===== config.mk =====
export PLATFORM = sky130hd
export DESIGN_NAME = rtcp_loss_delta_aggregator_core
export DESIGN_NICKNAME = d
export VERILOG_FILES = /design/src/rtl/rlda_pkg.sv /design/src/rtl/rtcp_loss_delta_aggregator_core.sv /design/src/rtl/rlda_ctrl.sv /design/src/rtl/rlda_dpath.sv
export SDC_FILE = /design/constraint.sdc
export NUM_CORES = 2
export LEC_CHECK = 0
export ABC_AREA = 1
export BUFFER_PORTS_ARGS = -buffer_cell sky130_fd_sc_hd__buf_4
export CAP_MARGIN = 15
export CORE_MARGIN = 1
export CORE_UTILIZATION = 30
export CTS_BUF_LIST = sky130_fd_sc_hd__clkbuf_16
export DETAILED_ROUTE_END_ITERATION = 8
export GPL_ROUTABILITY_DRIVEN = 1
export PLACE_DENSITY = 0.43
export REMOVE_ABC_BUFFERS = 1
export SLEW_MARGIN = 20
export SYNTH_ARGS = -nofsm -noshare
export SYNTH_HDL_FRONTEND = slang
export SYNTH_SLANG_ARGS = --single-unit

===== constraint.sdc =====
create_clock -name clk -period 8.8 [get_ports clk]
set_input_delay 0 -clock clk [delete_from_list [all_inputs] [get_ports clk]]
set_output_delay 0 -clock clk [all_outputs]
set_load 0.05 [all_outputs]

===== src/rtl/rlda_pkg.sv =====
// Shared types and constants for the RTCP loss delta aggregator.
// Used by rlda_ctrl, rlda_dpath and rtcp_loss_delta_aggregator_core.
`default_nettype none

package rlda_pkg;

  // Default depth of the source table.
  localparam int TableEntriesDefault = 16;

  // Field widths.
  localparam int SrcW    = 32;
  localparam int SeqW    = 32;
  localparam int LostW   = 32;
  localparam int TimeW   = 48;
  localparam int RecvW   = 31;

  // Packed word widths on the stream ports.
  localparam int InDataW  = SrcW + SeqW + LostW + TimeW;          // 144
  localparam int OutBitsW = LostW + RecvW + TimeW + TimeW;        // 159
  localparam int OutDataW = ((OutBitsW + 7) / 8) * 8;             // 160

  // Commands from the controller to the datapath.
  typedef struct packed {
    logic load;      // capture the input word and start the table scan
    logic rd_entry;  // read the stored sequence and loss of the matching entry
    logic acc;       // add the differences to the sums and rewrite the entry
    logic alloc;     // store a new source in the lowest free entry
    logic close;     // end of report: clear sums, update window end on pass
    logic emit;      // load the result register
  } cmd_t;

  // Status from the datapath to the controller.
  typedef struct packed {
    logic scan_done; // the last table entry is being compared this cycle
    logic hit;       // the source was found in the table
    logic free;      // a free entry exists
    logic last;      // the captured word is the last block of a report
    logic pass;      // the sums pass the loss report checks
    logic ctrl;      // a congestion controller is present
    logic out_busy;  // the result register holds a word that is not taken
  } sts_t;

endpackage

`default_nettype wire


===== src/rtl/rtcp_loss_delta_aggregator_core.sv =====
// Top level of the RTCP loss delta aggregator.
// Depends on rlda_pkg, rlda_ctrl and rlda_dpath.
//
// Usage: receiver report blocks enter as words on the s_axis channel, one
// block per word, with s_axis_tlast marking the last block of a report. Each
// block is looked up in a table of TABLE_ENTRIES sources by a scan that reads
// one source entry per cycle from the table memory. A known source adds its
// sequence and loss differences to running sums; an unknown one is stored in
// the lowest free entry when there is room. On the last block the sums are
// checked and, when they pass and a controller is present (cfg_wr_en /
// cfg_wr_data), one loss report word leaves on m_axis.
// The block takes a new word only when it is through with the previous one,
// and the table scan sets the pace at which words are taken.
// The result sits in an output register, so a stalled receiver does not stop
// the intake; only a second result that is due while the first is still
// held waits, and the intake waits with it.
// Reset (rst, synchronous) clears the table valid bits, the sums, the window
// end time and the controller flag; no clearing pass is needed.
`default_nettype none

module rtcp_loss_delta_aggregator_core import rlda_pkg::*; #(
  parameter int TABLE_ENTRIES = TableEntriesDefault
) (
  input  wire                 clk,
  input  wire                 rst,
  input  wire                 cfg_wr_en,
  input  wire                 cfg_wr_data,    // controller_present
  input  wire                 s_axis_tvalid,
  output logic                s_axis_tready,
  // Fields from bit 0 up: source_id[31:0], highest_seq[63:32],
  // cumulative_lost[95:64], now_ms[143:96].
  input  wire  [InDataW-1:0]  s_axis_tdata,
  input  wire                 s_axis_tlast,   // last_block
  output logic                m_axis_tvalid,
  input  wire                 m_axis_tready,
  // Fields from bit 0 up: lost change[31:0], received_delta[62:32],
  // window_start_ms[110:63], window_end_ms[158:111], bit 159 zero.
  output logic [OutDataW-1:0] m_axis_tdata
);

  cmd_t cmd;
  sts_t sts;

  // The controller sequences scan, lookup, update and report close.
  rlda_ctrl u_ctrl (
    .clk      (clk),
    .rst      (rst),
    .in_valid (s_axis_tvalid),
    .in_ready (s_axis_tready),
    .sts      (sts),
    .cmd      (cmd)
  );

  // The datapath holds the table memories, the sums and the result register.
  rlda_dpath #(
    .TABLE_ENTRIES (TABLE_ENTRIES)
  ) u_dpath (
    .clk         (clk),
    .rst         (rst),
    .cfg_wr_en   (cfg_wr_en),
    .cfg_wr_data (cfg_wr_data),
    .in_data     (s_axis_tdata),
    .in_last     (s_axis_tlast),
    .out_valid   (m_axis_tvalid),
    .out_ready   (m_axis_tready),
    .out_data    (m_axis_tdata),
    .cmd         (cmd),
    .sts         (sts)
  );

  // After a word is taken the block is busy with it and not ready in the following cycle.
  a_busy_after_accept: assert property (@(posedge clk) disable iff (rst)
    (s_axis_tvalid && s_axis_tready) |=> !s_axis_tready)
    else $error("input accepted while a block was still in work");

  // A result is only produced on a passing last block with a controller.
  a_emit_cond: assert property (@(posedge clk) disable iff (rst)
    cmd.emit |-> (sts.last && sts.pass && sts.ctrl && cmd.close))
    else $error("result produced without a passing last block");

  // A new result never overwrites one the receiver has not taken.
  a_no_overwrite: assert property (@(posedge clk) disable iff (rst)
    cmd.emit |-> !(m_axis_tvalid && !m_axis_tready))
    else $error("pending result overwritten");

endmodule

`default_nettype wire


===== src/rtl/rlda_ctrl.sv =====
// Controller state machine of the RTCP loss delta aggregator.
// Depends on rlda_pkg for the command and status structs.
`default_nettype none

module rlda_ctrl import rlda_pkg::*; (
  input  wire       clk,
  input  wire       rst,
  input  wire       in_valid,
  output logic      in_ready,
  input  wire sts_t sts,
  output cmd_t      cmd
);

  typedef enum logic [4:0] {
    S_IDLE   = 5'b00001,
    S_SCAN   = 5'b00010,
    S_LOOKUP = 5'b00100,
    S_ACC    = 5'b01000,
    S_FINISH = 5'b10000
  } state_t;

  state_t state;
  state_t state_next;

  always_ff @(posedge clk) begin
    if (rst) begin
      state <= S_IDLE;
    end else begin
      state <= state_next;
    end
  end

  assign in_ready = (state == S_IDLE);

  always_comb begin
    state_next = state;
    cmd        = '0;
    case (state)
      S_IDLE: begin
        if (in_valid) begin
          cmd.load   = 1'b1;
          state_next = S_SCAN;
        end
      end
      S_SCAN: begin
        if (sts.scan_done) begin
          state_next = S_LOOKUP;
        end
      end
      S_LOOKUP: begin
        if (sts.hit) begin
          cmd.rd_entry = 1'b1;
          state_next   = S_ACC;
        end else begin
          cmd.alloc  = sts.free;
          state_next = S_FINISH;
        end
      end
      S_ACC: begin
        cmd.acc    = 1'b1;
        state_next = S_FINISH;
      end
      S_FINISH: begin
        if (!sts.last) begin
          state_next = S_IDLE;
        end else if (!(sts.pass && sts.ctrl && sts.out_busy)) begin
          // Wait only when a result is due and the previous one is still held.
          cmd.close  = 1'b1;
          cmd.emit   = sts.pass && sts.ctrl;
          state_next = S_IDLE;
        end
      end
      default: begin
        state_next = S_IDLE;
      end
    endcase
  end

endmodule

`default_nettype wire


===== src/rtl/rlda_dpath.sv =====
// Datapath of the RTCP loss delta aggregator: source table, sums, result register.
// Depends on rlda_pkg; driven by commands from rlda_ctrl.
`default_nettype none

module rlda_dpath import rlda_pkg::*; #(
  parameter int TABLE_ENTRIES = TableEntriesDefault
) (
  input  wire                 clk,
  input  wire                 rst,
  input  wire                 cfg_wr_en,
  input  wire                 cfg_wr_data,
  input  wire  [InDataW-1:0]  in_data,
  input  wire                 in_last,
  output logic                out_valid,
  input  wire                 out_ready,
  output logic [OutDataW-1:0] out_data,
  input  wire cmd_t           cmd,
  output sts_t                sts
);

  localparam int IdxW = (TABLE_ENTRIES > 1) ? $clog2(TABLE_ENTRIES) : 1;
  localparam logic [IdxW-1:0] LastIdx = IdxW'(TABLE_ENTRIES - 1);

  // Captured input word.
  logic [SrcW-1:0]  in_src;
  logic [SeqW-1:0]  in_seq;
  logic [LostW-1:0] in_lost;
  logic [TimeW-1:0] in_now;
  logic             in_last_q;

  logic controller_present;

  // Table storage.
  logic [TABLE_ENTRIES-1:0] valid_bits;
  logic [SrcW-1:0]  src_mem  [TABLE_ENTRIES];
  logic [SeqW-1:0]  seq_mem  [TABLE_ENTRIES];
  logic [LostW-1:0] lost_mem [TABLE_ENTRIES];

  // Scan pipeline.
  logic            rd_busy;
  logic [IdxW-1:0] rd_idx;
  logic            cmp_vld;
  logic [IdxW-1:0] cmp_idx;
  logic [SrcW-1:0] src_rd;
  logic            vld_rd;
  logic            hit_found;
  logic [IdxW-1:0] hit_idx;
  logic            free_found;
  logic [IdxW-1:0] free_idx;

  logic [SeqW-1:0]  seq_rd;
  logic [LostW-1:0] lost_rd;

  logic [SeqW-1:0]  sum_seq;
  logic [LostW-1:0] sum_lost;
  logic [TimeW-1:0] last_window_end;

  logic [SeqW-1:0] recv;
  logic            pass;
  logic [IdxW-1:0] wr_idx;

  logic [LostW-1:0] out_lost;
  logic [RecvW-1:0] out_recv;
  logic [TimeW-1:0] out_start;
  logic [TimeW-1:0] out_end;

  always_ff @(posedge clk) begin
    if (cmd.load) begin
      in_src    <= in_data[SrcW-1:0];
      in_seq    <= in_data[SrcW+SeqW-1:SrcW];
      in_lost   <= in_data[SrcW+SeqW+LostW-1:SrcW+SeqW];
      in_now    <= in_data[InDataW-1:SrcW+SeqW+LostW];
      in_last_q <= in_last;
    end
  end

  always_ff @(posedge clk) begin
    if (rst) begin
      controller_present <= 1'b0;
    end else if (cfg_wr_en) begin
      controller_present <= cfg_wr_data;
    end
  end

  // Scan control: one entry read per cycle, compared in the following cycle.
  always_ff @(posedge clk) begin
    if (rst) begin
      rd_busy    <= 1'b0;
      rd_idx     <= '0;
      cmp_vld    <= 1'b0;
      hit_found  <= 1'b0;
      free_found <= 1'b0;
    end else begin
      if (cmd.load) begin
        rd_busy    <= 1'b1;
        rd_idx     <= '0;
        hit_found  <= 1'b0;
        free_found <= 1'b0;
      end else if (rd_busy) begin
        if (rd_idx == LastIdx) begin
          rd_busy <= 1'b0;
        end else begin
          rd_idx <= rd_idx + 1'b1;
        end
      end
      cmp_vld <= rd_busy && !cmd.load;
      if (cmp_vld) begin
        if (vld_rd && !hit_found && (src_rd == in_src)) begin
          hit_found <= 1'b1;
        end
        if (!vld_rd && !free_found) begin
          free_found <= 1'b1;
        end
      end
    end
  end

  always_ff @(posedge clk) begin
    if (rd_busy) begin
      src_rd  <= src_mem[rd_idx];
      vld_rd  <= valid_bits[rd_idx];
      cmp_idx <= rd_idx;
    end
    if (cmp_vld) begin
      if (vld_rd && !hit_found && (src_rd == in_src)) begin
        hit_idx <= cmp_idx;
      end
      if (!vld_rd && !free_found) begin
        free_idx <= cmp_idx;
      end
    end
  end

  always_ff @(posedge clk) begin
    if (rst) begin
      valid_bits <= '0;
    end else if (cmd.alloc) begin
      valid_bits[free_idx] <= 1'b1;
    end
  end

  assign wr_idx = cmd.alloc ? free_idx : hit_idx;

  always_ff @(posedge clk) begin
    if (cmd.alloc) begin
      src_mem[free_idx] <= in_src;
    end
    if (cmd.alloc || cmd.acc) begin
      seq_mem[wr_idx]  <= in_seq;
      lost_mem[wr_idx] <= in_lost;
    end
    if (cmd.rd_entry) begin
      seq_rd  <= seq_mem[hit_idx];
      lost_rd <= lost_mem[hit_idx];
    end
  end

  assign recv = sum_seq - sum_lost;
  assign pass = (sum_seq != '0) && (recv != '0) && !recv[SeqW-1];

  always_ff @(posedge clk) begin
    if (rst) begin
      sum_seq         <= '0;
      sum_lost        <= '0;
      last_window_end <= '0;
    end else if (cmd.close) begin
      sum_seq  <= '0;
      sum_lost <= '0;
      if (pass) begin
        last_window_end <= in_now;
      end
    end else if (cmd.acc) begin
      sum_seq  <= sum_seq + (in_seq - seq_rd);
      sum_lost <= sum_lost + (in_lost - lost_rd);
    end
  end

  // Result register.
  always_ff @(posedge clk) begin
    if (rst) begin
      out_valid <= 1'b0;
    end else if (cmd.emit) begin
      out_valid <= 1'b1;
    end else if (out_ready) begin
      out_valid <= 1'b0;
    end
  end

  always_ff @(posedge clk) begin
    if (cmd.emit) begin
      out_lost  <= sum_lost;
      out_recv  <= recv[RecvW-1:0];
      out_start <= last_window_end;
      out_end   <= in_now;
    end
  end

  assign out_data = {{(OutDataW - OutBitsW){1'b0}}, out_end, out_start, out_recv, out_lost};

  always_comb begin
    sts.scan_done = cmp_vld && (cmp_idx == LastIdx);
    sts.hit       = hit_found;
    sts.free      = free_found;
    sts.last      = in_last_q;
    sts.pass      = pass;
    sts.ctrl      = controller_present;
    sts.out_busy  = out_valid && !out_ready;
  end

endmodule

`default_nettype wire


# ---- Word-level counts from Yosys, hierarchy flattened
# Memory sizes are Yosys's and may differ from the RTL's. A register that Yosys moved wholly into a read port is not among the register bits.
# Index checks and enable logic that the tools add are counted.
dict set report op_classes {
  add_sub_neg 6
  multipliers 0
  div 0
  magnitude_cmp 3
  eq_ne 11
  shift 0
  muxes 36
  bitwise 2
  n_reduce_logical 28
}
# op count
set op_table {}
lappend op_table {{$sub 32x32->32} 3}
lappend op_table {{$add 32x32->32} 2}
lappend op_table {{$reduce_bool 32->1} 2}
lappend op_table {{$eq 32x32->1} 1}
lappend op_table {{$mux 5} 5}
lappend op_table {{$pmux 5 s5} 1}
lappend op_table {{$mux 1} 24}
lappend op_table {{$or 16x16->16} 1}
lappend op_table {{$logic_and 1x1->1} 11}
lappend op_table {{$lt 4x5->1 const B} 2}
lappend op_table {{$eq 4x4->1 const B} 2}
lappend op_table {{$reduce_and 2->1} 4}
lappend op_table {{$logic_not 1->1} 6}
lappend op_table {{$mux 2} 3}
lappend op_table {{$eq 5x1->1 const B} 1}
lappend op_table {{$eq 5x2->1 const B} 1}
lappend op_table {{$eq 5x3->1 const B} 1}
lappend op_table {{$eq 5x4->1 const B} 1}
lappend op_table {{$eq 5x5->1 const B} 1}
lappend op_table {{$add 4x1->4 const B} 1}
lappend op_table {{$bmux 1 s4} 1}
lappend op_table {{$demux 1 s4} 1}
lappend op_table {{$ge 4x1->1 const B} 1}
lappend op_table {{$mux 4} 1}
lappend op_table {{7 further kinds} 9}
dict set report totals {
  ff_bits 460
  latch_bits 0
  mem_bits_rw 1536
  rom_bits 0
  in_bits 151
  output_inout_bits 162
  mem_count 3
}
# memory words width read_ports rd_clocked_by_memory_dff wr line_no
set mem_list {}
lappend mem_list {u_dpath.lost_mem 16 32 1 1 1 rlda_dpath.sv:37} ;# logic [LostW-1:0] lost_mem [TABLE_ENTRIES];
lappend mem_list {u_dpath.seq_mem 16 32 1 1 1 rlda_dpath.sv:36} ;# logic [SeqW-1:0] seq_mem [TABLE_ENTRIES];
lappend mem_list {u_dpath.src_mem 16 32 1 1 1 rlda_dpath.sv:35} ;# logic [SrcW-1:0] src_mem [TABLE_ENTRIES];

# ---- Depth between registers and ports, before layout
dict set report depth {
  ltp_word 10
  mapped_depth 24
  ltp_nobuf 24
}

# ---- Modules after synthesis
# From an unflattened synthesis, not the netlist that was laid out.
dict set report hier_totals {
  cells_unflattened 7006
  hier_area_um2 86231.5
}
# mod n_inst cells_per_inst area_each_um2
set by_module_without_submodules {}
lappend by_module_without_submodules {rlda_dpath 1 6950 85876.1}
lappend by_module_without_submodules {rlda_ctrl 1 56 355.3}

# ---- Least setup slack after synthesis
# No wires, ideal clock.
dict set report synth_path {
  path_kind {register to register}
  from {register u_dpath.sum_seq[0]}
  to {register u_dpath.out_end[0] (enable)}
  setup_ns 0.512
  t_arrival_ns 5.176
  setup_slack_ns 3.112
  path_stages_with_launch 21
  path_buffers 0
  cell_sequence {dfxtp_1 > inv_1 > ha_1 > fa_1 > inv_1 > nand3_1 > nand2_1 > nand3_1 > nand3_1 > nand2_1 > nand2_1 > nand2_1 > nand2_1 > nor2_1 > nand2_1 > nor2_1 > nand3_1 > nand3_2 > inv_1 > nand3_1 > inv_1}
}
# element line_no
set synth_rtl {}
lappend synth_rtl {{start: declaration} rlda_dpath.sv:54} ;# logic [SeqW-1:0] sum_seq;
lappend synth_rtl {{start signal: assignment} rlda_dpath.sv:173} ;# sum_seq <= sum_seq + (in_seq - seq_rd);
lappend synth_rtl {{end signal: assignment} rlda_dpath.sv:194} ;# out_end <= in_now;
lappend synth_rtl {{end: declaration} rlda_dpath.sv:65} ;# logic [TimeW-1:0] out_end;

==> results.sh <==
export IMPL_worst_hold_startpoint="rst"
export IMPL_overflow=0
export IMPL_vias=55700
export IMPL_drv_slew=0
export IMPL_whs_endpoint="u_dpath.valid_bits[9]"
export IMPL_die_area_mm2=0.287
export IMPL_layout_nets=7785
export IMPL_synth_common_cells="1,949 x edfxtp_1, 1,119 x nor2_1, 883 x o21ai_0, 660 x nand2_1, 579 x inv_1"
export IMPL_portBuffers=311
export IMPL_fillers=27400
export IMPL_reg2reg_from="u_dpath.sum_lost[5]"
export IMPL_hold_path_class="in2reg"
export IMPL_core_area_mm2=0.283
export IMPL_place_worst_setup_slack_ns=4.05
export IMPL_cts_max_path_buffers=4
export IMPL_rsz0062_at_grt="no"
export IMPL_grt_max_degree=219
export IMPL_synth_most_common_cell="edfxtp_1"
export IMPL_finalCritPeriodShare=0.524
export IMPL_track_usage=0.183
export IMPL_yosysWarnings=0
export IMPL_die_h_um=536
export IMPL_grt_pass1_vias=54900
export IMPL_fp_row_count=195
export IMPL_drt_pass1_iter_count=8
export IMPL_antenna_found_initial=8
export IMPL_fp_dieW_um=536
export IMPL_cp_max_fo=97
export IMPL_path_class="reg2reg"
export IMPL_routedWlPerCell_um=23.5
export IMPL_ir_drop_uv=184
export IMPL_period_needed_ns=4.62
export IMPL_cp_required_ns=9.28
export IMPL_clk_latency_ns=0.91
export IMPL_cp_arrival_ns=5.10
export IMPL_htree_num_levels=4
export IMPL_yosysSeqAreaShare=0.718
export IMPL_regToRegSetupSlack_ns=4.18
export IMPL_drc=0
export IMPL_synth_ff_type="edfxtp_1"
export IMPL_async_flop_share=0
export IMPL_cts_buffers=233
export IMPL_finalSetupTns_ns=0
export IMPL_setup_viol=0
export IMPL_io_pins=313
export IMPL_initial_core_util=0.302
export IMPL_skew_ns=0.0671
export IMPL_reg2reg_depth=20
export IMPL_p_total_mw=21.6
export IMPL_synth_edf_count=1949
export IMPL_drive_gt1_frac=0.108
export IMPL_relSlewSlack=0.269
export IMPL_place_inst=10700
export IMPL_synthTopCellsByArea="edfxtp_1 68%, o21ai_0 5.2%, nor2_1 4.9%"
export IMPL_clock_sink_count=2092
export IMPL_leakage_nw=36.5
export IMPL_synth_cells=6881
export IMPL_synth_area_per_cell_um2=12.4
export IMPL_cp_end_kind="flip-flop"
export IMPL_fmax_ghz=0.217
export IMPL_gp_congestion=0.857
export IMPL_wl_um=268000
export IMPL_yosysUniqueCellTypes=46
export IMPL_dpl_hpwl_um=150000
export IMPL_synth_seq_cells=2092
export IMPL_post_cts_buffers=0
export IMPL_ant_nets=0
export IMPL_vias_per_cell=4.88
export IMPL_finalHoldViolCount=0
export IMPL_status="finished clean"
export IMPL_powerDensity_mw_per_mm2=210
export IMPL_drt_iter0_markers=4010
export IMPL_r2r_end="u_dpath.out_lost[13]"
export IMPL_synth_largest_area_cell="edfxtp_1"
export IMPL_hold_depth=3
export IMPL_syn_area_mm2=0.0855
export IMPL_cts_clk_slew_worst_paths_ns=0.06
export IMPL_startpoint_type="flip-flop"
export IMPL_layout_setup_ws_ns=4.18
export IMPL_maxCapViolCount=0
export IMPL_tightest_slew_ns=1.10
export IMPL_grt_first_pass_wirelength_um=387000
export IMPL_areaGrowthSynthToFinish_pct=20.3
export IMPL_cts_tree="done"
export IMPL_yosysTopAreaCellShare=0.685
export IMPL_final_cells=11400
export IMPL_cts_root_buf="clkbuf_16"
==> routing by layer <==
| layer | global-route usage | routed length [um] | up-vias |
|---|---|---|---|
| li1 | - | - | 25900 |
| met1 | 0.245 | 120000 | 28200 |
| met2 | 0.309 | 130000 | 1268 |
| met3 | 0.0245 | 12000 | 325 |
| met4 | 0.0490 | 6460 | 2 |
| met5 | 0 | 13 | - |
==> where the power goes <==
group          internal, mW  switching (mW)  total [mW]  leakage, nW
sequential             11.0           0.203        11.2         18.8
combinational         0.313           0.514       0.828         13.8
clock                  5.40            4.10        9.50         3.86
total                  16.8            4.81        21.6         36.5
==> cells by family after synthesis <==
group           count (synthesis)  share of synthesized area
simple gates                 2145                      0.101
flops                        2092                      0.718
compound gates               1497                      0.105
buf+inv                       936                     0.0420
fa+ha+maj                     159                     0.0288
xor+xnor                       49                    0.00502
mux                             2                   0.000234
other cells                     1                  0.0000439
==> sequential cells by signal, summed over array words and instances, names as in the netlist, 48 cells and up <==
register	cells
u_dpath.lost_mem	512
u_dpath.seq_mem	512
u_dpath.src_mem	512
u_dpath.in_now	48
u_dpath.last_window_end	48
u_dpath.out_end	48
u_dpath.out_start	48
==> repair_timing <==
item	4_1_cts	5_1_grt
endpoints found under the hold margin	192	0
gates resized for setup	0	0
hold buffers	298	0
==> worst max-delay path, stage by stage, from the launching register on <==
cell	delay, ns
dfxtp_1	0.34
inv_1	0.13
ha_1	0.38
nand2_1	0.17
inv_1	0.07
nand2_1	0.06
nand2_1	0.05
a21oi_1	0.12
nand2_1	0.17
nand2_1	0.13
nand2_1	0.07
nand2_1	0.07
nand3_1	0.09
nand2_1	0.08
o21ai_0	0.08
nor2_1	0.34
nand3_2	0.14
inv_1	0.07
nand3_1	0.19
inv_8	0.46
buf_4	0.95
==> final cells by class <==
cell class                      count  area [um2]  share of cell area
Antenna cell                        7        17.5            0.000170
Clock buffer                      237        5930              0.0577
Clock inverter                    192        1480              0.0144
Inverter                          583        2230              0.0217
Multi-Input combinational cell   3853       20800               0.202
Sequential cell                  2092       61400               0.597
Tap cell                         3743        4680              0.0455
Timing Repair Buffer              712        6290              0.0612
==> worst max-delay path by stage <==
| stage | from | endpoint | slack (ns) | cells past startpoint |
|---|---|---|---|---|
| 6_report | u_dpath.sum_lost[5] | u_dpath.out_lost[13] | 4.18 | 20 |
| 5_1_grt | u_dpath.sum_seq[0] | u_dpath.out_lost[14] | 3.74 | 21 |
| 4_1_cts | u_dpath.sum_seq[0] | u_dpath.out_recv[8] | 4.01 | 21 |
| 3_5_place_dp | u_dpath.sum_seq[0] | u_dpath.out_recv[18] | 4.05 | 21 |
| 3_3_place_gp | u_dpath.sum_lost[9] | u_dpath.out_recv[18] | 4.05 | 19 |
| 2_1_floorplan | u_dpath.hit_idx[0] | u_dpath.lost_mem[13][0] | -11.64 | 6 |
==> stage by stage <==
stage	util	cell area, um2	hold slack [ns]
2_1_floorplan	-	84100	0.0691
3_3_place_gp	0.327	92300	0.178
3_5_place_dp	0.327	92400	0.179
4_1_cts	0.364	103000	0.0160
5_1_grt	0.364	103000	0.0804
6_report	0.364	103000	0.111
==> cells in the final DEF (no fill, tap or decap), types with 23 or more instances in the layout <==
| cell | instances |
|---|---|
| nand2_1 | 660 |
| o221ai_1 | 275 |
| fa_1 | 63 |
| edfxtp_1 | 1949 |
| clkinv_1 | 54 |
| o21ai_0 | 883 |
| o211ai_1 | 49 |
| ha_1 | 96 |
| clkinv_2 | 31 |
| a21oi_1 | 122 |
| dfxtp_1 | 139 |
| inv_1 | 638 |
| clkbuf_16 | 237 |
| or2_2 | 25 |
| xor2_1 | 36 |
| buf_4 | 397 |
| nor4_1 | 23 |
| nor2_1 | 1084 |
| o22ai_1 | 116 |
| dlygate4sd3_1 | 298 |
| nand3_1 | 246 |
| nor2_2 | 24 |
| nor2_4 | 35 |
(Power assumes the default switching activity.)
